==> config.mk <==
export PLATFORM = sky130hd
export DESIGN_NAME = gap_buffer_text_store
export DESIGN_NICKNAME = d
export VERILOG_FILES = /design/src/hw/rtl/gbts_pkg.sv /design/src/hw/rtl/gap_buffer_text_store.sv
export SDC_FILE = /design/constraint.sdc
export NUM_CORES = 2
export LEC_CHECK = 0
export ABC_AREA = 1
export BUFFER_PORTS_ARGS = -buffer_cell sky130_fd_sc_hd__buf_4
export CAP_MARGIN = 20
export CORE_AREA = 2 2 564 566
export DETAILED_ROUTE_END_ITERATION = 7
export DIE_AREA = 0 0 566 568
export HOLD_SLACK_MARGIN = 0.1
export PLACE_DENSITY = 0.53
export SYNTH_ARGS = -nofsm -noshare
export SYNTH_HDL_FRONTEND = slang
export SYNTH_SLANG_ARGS = --single-unit
==> constraint.sdc <==
create_clock -name i_clk -period 41.5 [get_ports i_clk]
set_input_delay 6.225 -clock i_clk [delete_from_list [all_inputs] [get_ports i_clk]]
set_output_delay 6.225 -clock i_clk [all_outputs]
set_load 0.02 [all_outputs]
==> src/hw/rtl/gbts_pkg.sv <==
// types, codes and constants shared by the gap buffer text store
package gbts_pkg;

    localparam int CAPACITY_DEF = 256;
    localparam logic [7:0] NEWLINE_BYTE = 8'h0A;

    typedef enum logic [2:0] {
        MODE_INSERT     = 3'd0,
        MODE_BACKSPACE  = 3'd1,
        MODE_LEFT       = 3'd2,
        MODE_RIGHT      = 3'd3,
        MODE_LINE_START = 3'd4,
        MODE_LINE_END   = 3'd5,
        MODE_READ       = 3'd6
    } t_mode;

    typedef enum logic [1:0] {
        ST_DONE     = 2'd0,
        ST_FULL     = 2'd1,
        ST_BOUNDARY = 2'd2,
        ST_OUTSIDE  = 2'd3
    } t_status;

    typedef enum logic [2:0] {
        S_IDLE,
        S_START,
        S_FETCH,
        S_MOVE,
        S_DONE
    } t_state;

    typedef struct packed {
        t_mode      mode;
        logic [7:0] char_in;
        logic [7:0] read_index;
    } t_in;

    typedef struct packed {
        t_status    status;
        logic [7:0] char_out;
        logic [7:0] cursor_pos;
        logic [7:0] text_length;
    } t_out;

endpackage

==> src/hw/rtl/gap_buffer_text_store.sv <==
// gap buffer text store: cursor at gap start, byte store in one synchronous memory
// insert, backspace and refused ops go from the start state straight to the result beat;
// left, right and in-text read pass through the move state; line seeks repeat fetch and
// move per byte carried up to a newline or the text edge (one read, one write per byte)
// one item in flight: the next input beat is taken in the cycle after the result is registered
// reset (synchronous, active low) empties the text; store contents undefined until written
module gap_buffer_text_store #(
    parameter int CAPACITY = gbts_pkg::CAPACITY_DEF
) (
    input  logic            i_clk,
    input  logic            i_rst_n,
    input  logic            i_in_valid,
    output logic            o_in_stall,
    input  gbts_pkg::t_in   i_in,
    output logic            o_out_valid,
    input  logic            i_out_stall,
    output gbts_pkg::t_out  o_out
);

    localparam int AW = $clog2(CAPACITY);
    localparam int PW = AW + 1;
    localparam int LW = (PW > 8) ? PW : 8;
    localparam logic [PW-1:0] CAP_P = PW'(CAPACITY);

    logic [7:0] mem [CAPACITY];

    gbts_pkg::t_state  r_state, n_state;
    logic [PW-1:0]     r_gs, n_gs;
    logic [PW-1:0]     r_ge, n_ge;
    gbts_pkg::t_mode   r_mode;
    logic [7:0]        r_char;
    logic [7:0]        r_idx;
    logic              r_moved, n_moved;
    gbts_pkg::t_status r_status, n_status;
    logic [7:0]        r_rd_char, n_rd_char;
    logic [7:0]        r_rdata;
    logic              r_out_valid;
    gbts_pkg::t_out    r_out;

    logic              mem_we;
    logic [AW-1:0]     mem_wa;
    logic [7:0]        mem_wd;
    logic [AW-1:0]     mem_ra;

    logic [PW-1:0]     gap;
    logic [PW-1:0]     len;
    logic [PW-1:0]     gs_m1;
    logic [PW-1:0]     ge_m1;
    logic [LW-1:0]     phys;
    logic              in_accept;
    logic              out_free;

    assign gap       = r_ge - r_gs;
    assign len       = CAP_P - gap;
    assign gs_m1     = r_gs - PW'(1);
    assign ge_m1     = r_ge - PW'(1);
    assign phys      = (LW'(r_idx) < LW'(r_gs)) ? LW'(r_idx) : LW'(r_idx) + LW'(gap);
    assign o_in_stall = (r_state != gbts_pkg::S_IDLE);
    assign in_accept = i_in_valid && !o_in_stall;
    assign out_free  = !r_out_valid || !i_out_stall;

    // read address follows the pointers; data lands in the next cycle
    always_comb begin
        unique case (r_mode) inside
            gbts_pkg::MODE_LEFT, gbts_pkg::MODE_LINE_START: mem_ra = gs_m1[AW-1:0];
            gbts_pkg::MODE_RIGHT, gbts_pkg::MODE_LINE_END:  mem_ra = r_ge[AW-1:0];
            gbts_pkg::MODE_READ:                            mem_ra = phys[AW-1:0];
            default:                                        mem_ra = r_gs[AW-1:0];
        endcase
    end

    always_ff @(posedge i_clk) begin
        if (mem_we) begin
            mem[mem_wa] <= mem_wd;
        end
        r_rdata <= mem[mem_ra];
    end

    always_ff @(posedge i_clk) begin
        if (!i_rst_n) begin
            r_state <= gbts_pkg::S_IDLE;
            r_gs    <= '0;
            r_ge    <= CAP_P;
        end else begin
            r_state <= n_state;
            r_gs    <= n_gs;
            r_ge    <= n_ge;
        end
    end

    always_ff @(posedge i_clk) begin
        r_moved   <= n_moved;
        r_status  <= n_status;
        r_rd_char <= n_rd_char;
        if (in_accept) begin
            r_mode <= i_in.mode;
            r_char <= i_in.char_in;
            r_idx  <= i_in.read_index;
        end
    end

    always_comb begin
        n_state   = r_state;
        n_gs      = r_gs;
        n_ge      = r_ge;
        n_moved   = r_moved;
        n_status  = r_status;
        n_rd_char = r_rd_char;
        mem_we    = 1'b0;
        mem_wa    = r_gs[AW-1:0];
        mem_wd    = r_rdata;
        unique case (r_state)
            gbts_pkg::S_IDLE: begin
                if (in_accept) begin
                    n_state   = gbts_pkg::S_START;
                    n_moved   = 1'b0;
                    n_status  = gbts_pkg::ST_DONE;
                    n_rd_char = '0;
                end
            end
            gbts_pkg::S_START: begin
                n_state = gbts_pkg::S_DONE;
                unique case (r_mode) inside
                    gbts_pkg::MODE_INSERT: begin
                        if (gap <= PW'(1)) begin
                            n_status = gbts_pkg::ST_FULL;
                        end else begin
                            mem_we = 1'b1;
                            mem_wa = r_gs[AW-1:0];
                            mem_wd = r_char;
                            n_gs   = r_gs + PW'(1);
                        end
                    end
                    gbts_pkg::MODE_BACKSPACE: begin
                        if (r_gs == '0) begin
                            n_status = gbts_pkg::ST_BOUNDARY;
                        end else begin
                            n_gs = gs_m1;
                        end
                    end
                    gbts_pkg::MODE_LEFT, gbts_pkg::MODE_LINE_START: begin
                        if (r_gs == '0) begin
                            n_status = gbts_pkg::ST_BOUNDARY;
                        end else begin
                            n_state = gbts_pkg::S_MOVE;
                        end
                    end
                    gbts_pkg::MODE_RIGHT, gbts_pkg::MODE_LINE_END: begin
                        if (r_ge == CAP_P) begin
                            n_status = gbts_pkg::ST_BOUNDARY;
                        end else begin
                            n_state = gbts_pkg::S_MOVE;
                        end
                    end
                    gbts_pkg::MODE_READ: begin
                        if (LW'(r_idx) >= LW'(len)) begin
                            n_status = gbts_pkg::ST_OUTSIDE;
                        end else begin
                            n_state = gbts_pkg::S_MOVE;
                        end
                    end
                    default: begin
                        n_status = gbts_pkg::ST_BOUNDARY;
                    end
                endcase
            end
            gbts_pkg::S_FETCH: begin
                n_state = gbts_pkg::S_MOVE;
            end
            gbts_pkg::S_MOVE: begin
                n_state = gbts_pkg::S_DONE;
                unique case (r_mode) inside
                    gbts_pkg::MODE_READ: begin
                        n_rd_char = r_rdata;
                    end
                    gbts_pkg::MODE_LEFT: begin
                        mem_we = 1'b1;
                        mem_wa = ge_m1[AW-1:0];
                        n_gs   = gs_m1;
                        n_ge   = ge_m1;
                    end
                    gbts_pkg::MODE_RIGHT: begin
                        mem_we = 1'b1;
                        mem_wa = r_gs[AW-1:0];
                        n_gs   = r_gs + PW'(1);
                        n_ge   = r_ge + PW'(1);
                    end
                    gbts_pkg::MODE_LINE_START: begin
                        if (r_rdata == gbts_pkg::NEWLINE_BYTE) begin
                            n_status = r_moved ? gbts_pkg::ST_DONE : gbts_pkg::ST_BOUNDARY;
                        end else begin
                            mem_we  = 1'b1;
                            mem_wa  = ge_m1[AW-1:0];
                            n_gs    = gs_m1;
                            n_ge    = ge_m1;
                            n_moved = 1'b1;
                            if (r_gs != PW'(1)) begin
                                n_state = gbts_pkg::S_FETCH;
                            end
                        end
                    end
                    gbts_pkg::MODE_LINE_END: begin
                        if (r_rdata == gbts_pkg::NEWLINE_BYTE) begin
                            n_status = r_moved ? gbts_pkg::ST_DONE : gbts_pkg::ST_BOUNDARY;
                        end else begin
                            mem_we  = 1'b1;
                            mem_wa  = r_gs[AW-1:0];
                            n_gs    = r_gs + PW'(1);
                            n_ge    = r_ge + PW'(1);
                            n_moved = 1'b1;
                            if (r_ge + PW'(1) != CAP_P) begin
                                n_state = gbts_pkg::S_FETCH;
                            end
                        end
                    end
                    default: begin
                        n_status = gbts_pkg::ST_BOUNDARY;
                    end
                endcase
            end
            gbts_pkg::S_DONE: begin
                if (out_free) begin
                    n_state = gbts_pkg::S_IDLE;
                end
            end
            default: begin
                n_state = gbts_pkg::S_IDLE;
            end
        endcase
    end

    // result beat register
    logic [LW-1:0] gs_ext;
    logic [LW-1:0] len_ext;
    assign gs_ext  = LW'(r_gs);
    assign len_ext = LW'(len);

    always_ff @(posedge i_clk) begin
        if (!i_rst_n) begin
            r_out_valid <= 1'b0;
        end else if (r_state == gbts_pkg::S_DONE && out_free) begin
            r_out_valid <= 1'b1;
        end else if (!i_out_stall) begin
            r_out_valid <= 1'b0;
        end
    end

    always_ff @(posedge i_clk) begin
        if (r_state == gbts_pkg::S_DONE && out_free) begin
            r_out.status      <= r_status;
            r_out.char_out    <= r_rd_char;
            r_out.cursor_pos  <= gs_ext[7:0];
            r_out.text_length <= len_ext[7:0];
        end
    end

    assign o_out_valid = r_out_valid;
    assign o_out       = r_out;

endmodule
==> impl_metrics.ini <==
[run_status]
status = complete, no violations

[layout]
drive_above_1_share = 0.0597
stdcell_area_sq_mm = 0.105
nNetsFinal = 8510
areaGrowthSynthToFinish_pct = 11.7

[yosys]
synth_ff_type = edfxtp_1
seq_area_frac_synth = 0.677
synthDistinctLibCells = 52
yosys.cell_count.top_type = edfxtp_1
synth_cells = 8646
syn_nets = 8708
synth_top_area_frac = 0.671
async_flop_share = 0
synth-edff-count = 2104
syn_area_sq_mm = 0.0942
syn_area_per_cell_sq_um = 10.9
synth_largest_area_cell = edfxtp_1
ys_top_cells_by_count = edfxtp_1, nand2_1, nand3_1
ys_top_cells_by_area = edfxtp_1, nand3_1, nand2_1
ys_seq_elements = 2134
yosys_warnings = 0

[global_route]
antenna_found_initial = 10
grt_use_total = 0.175
grt_max_degree = 241
grt_overflow = 0
grt_pass1_vias = 62800
grt_pass1_wl_microns = 428000

[place]
io_buffers = 50
dpl-instance-area_sq_mm = 0.0982
gp_congestion = 0.851
dp_hpwl_microns = 164000

[timing]
finalHoldViolCount = 0
skew_ns = 0.0749
tightest_slew_ns = 1.15
fin_tns_setup_ns = 0
rsz0062_at_grt = no
clock.fmax_ghz = 0.125
period_share = 0.192
slew_headroom = 0.230
slew_viol_final = 0
setup-violations-final = 0
min_period_ns = 7.98

[critical_path]
cp-end-kind = primary output
cp-start-kind = flop
r2r-end = r_rdata[5]
critPathCapture = o_in_stall
r2r_cells = 22
r2r_start = r_mode[2]
arrival_ns = 1.75
critPathLaunch = r_state[1]
reg2reg_slack_ns = 33.77
path_max_fanout = 5
required_ns = 35.27
worstSetupPathType = flop to primary output

[detailed_routing]
avgViaCountPerCell = 5.04
dr.pass1.iters = 8
ant_nets = 0
drtIter0Drc = 7070
postRouteWirelength_microns = 289000
drc = 0
vias = 64500
wl_per_cell_microns = 22.6

[floorplanning]
fp.dieH_microns = 568
die_w_microns = 566
row_count = 207
start_util = 0.298
dieArea_sq_mm = 0.321
ios = 51
core_area_sq_mm = 0.316

[cts]
numCtsBuffers = 227
cts.sinks = 2134
post-cts-setup-buffer-count = 0
cts_tree = done
htreeDepth = 4
post_cts_resized = 0
clockBufferDepth = 4
cts_root_buffer = clkbuf_16
clkTransAtPathRegs_ns = 0.07
hold_buffers = 0
clkLatencyLatePin_ns = 0.90

[min_path]
hold_class = flop to flop

[power_and_ir_drop]
p_leak_uw = 0.0390
p_per_area_mw_per_mm2 = 67.1
irDropWorstVdd_uv = 48.3

[flow_run]
cap_violations = 0
[how the worst min path moves through the flow]
stage          depth (start not counted)  slack (ns)   endpoint    startpoint
2_1_floorplan                          0        0.40  o_out[16]  r_rd_char[0]
3_3_place_gp                           0        0.41  o_out[18]  r_rd_char[2]
3_5_place_dp                           0        0.41  o_out[18]  r_rd_char[2]
4_1_cts                                0        0.42  o_out[18]  r_rd_char[2]
5_1_grt                                0        0.44  o_out[18]  r_rd_char[2]
6_report                               0        0.42  o_out[18]  r_rd_char[2]
[metrics by stage]
step                      utilization  cells  hold slack, ns  total power [uW]  setup WS [ns]
after floorplan                     -   8646           0.400              4420          26.88
after global placement          0.310  12400           0.410              5120          33.80
after detailed placement        0.311  12400           0.405              5140          33.87
after CTS                       0.333  12800           0.422              7090          33.45
after global routing            0.333  12800           0.445              7360          33.29
final                           0.333  12800           0.421              7060          33.52
[placed cells by master, fill, tap and decap left out, types with 44 or more instances in the layout]
master and count:
edfxtp_1 2104, nand2_1 2098, nand3_1 2039, inv_1 693, nand3b_1 368, nor2_1 327
clkbuf_16 229, buf_4 153, o211ai_1 113, clkinv_1 56, clkbuf_1 56, o21ai_0 44
[report_power, final]
part	leakage [uW]	internal (uW)	total, uW	switching (uW)
sequential	0.0192	2710	2740	32.4
clock	0.00341	1120	1960	845
combinational	0.0163	515	2360	1850
total	0.0390	4340	7060	2720
[cell families (layout without fill, tap and decap cells)]
family,count (synthesis),in the layout,synth area share
flops,2134,2134,0.677
fa+ha+maj,39,39,0.00534
other cells,0,2,0
compound gates,248,248,0.0175
xor+xnor,34,34,0.00316
buf+inv,1308,1284,0.0593
simple gates,4883,4883,0.238
[worst max-delay path, cell delays in order (launching register included)]
cell	delay (ns)
dfxtp_1	0.39
inv_1	0.10
nand3_1	0.17
buf_4	0.22
[per-layer routing]
layer / wire, microns / global-route usage / vias to the layer above / part of all wire
li1: - / - / 29600 / -
met1: 123000 / 0.237 / 32000 / 0.43
met2: 132000 / 0.278 / 2359 / 0.46
met3: 20300 / 0.0276 / 522 / 0.070
met4: 13400 / 0.0751 / 2 / 0.046
met5: 7 / 0 / - / 0.000024
[area by class of cell]
class                   instances  area, sq um
diodes                          2         5.00
clock buffers                 285         5940
clock inverters               118         1080
fillers                     31500       211000
inverters                     711         2680
multi-input cells            5204        25000
flip-flops and latches       2134        63800
well taps                    4180         5230
repair buffers                170         1510
[registers in the layout, indices dropped and copies added, names as in the netlist, 3 cells and up]
signal     cells
r_idx          8
r_rdata        8
r_state        3
r_ge           9
r_rd_char      8
gs_ext         9
r_char         8
o_out         26
mem         2048
r_mode         3
No activity file was read; power rests on OpenSTA's default activity.
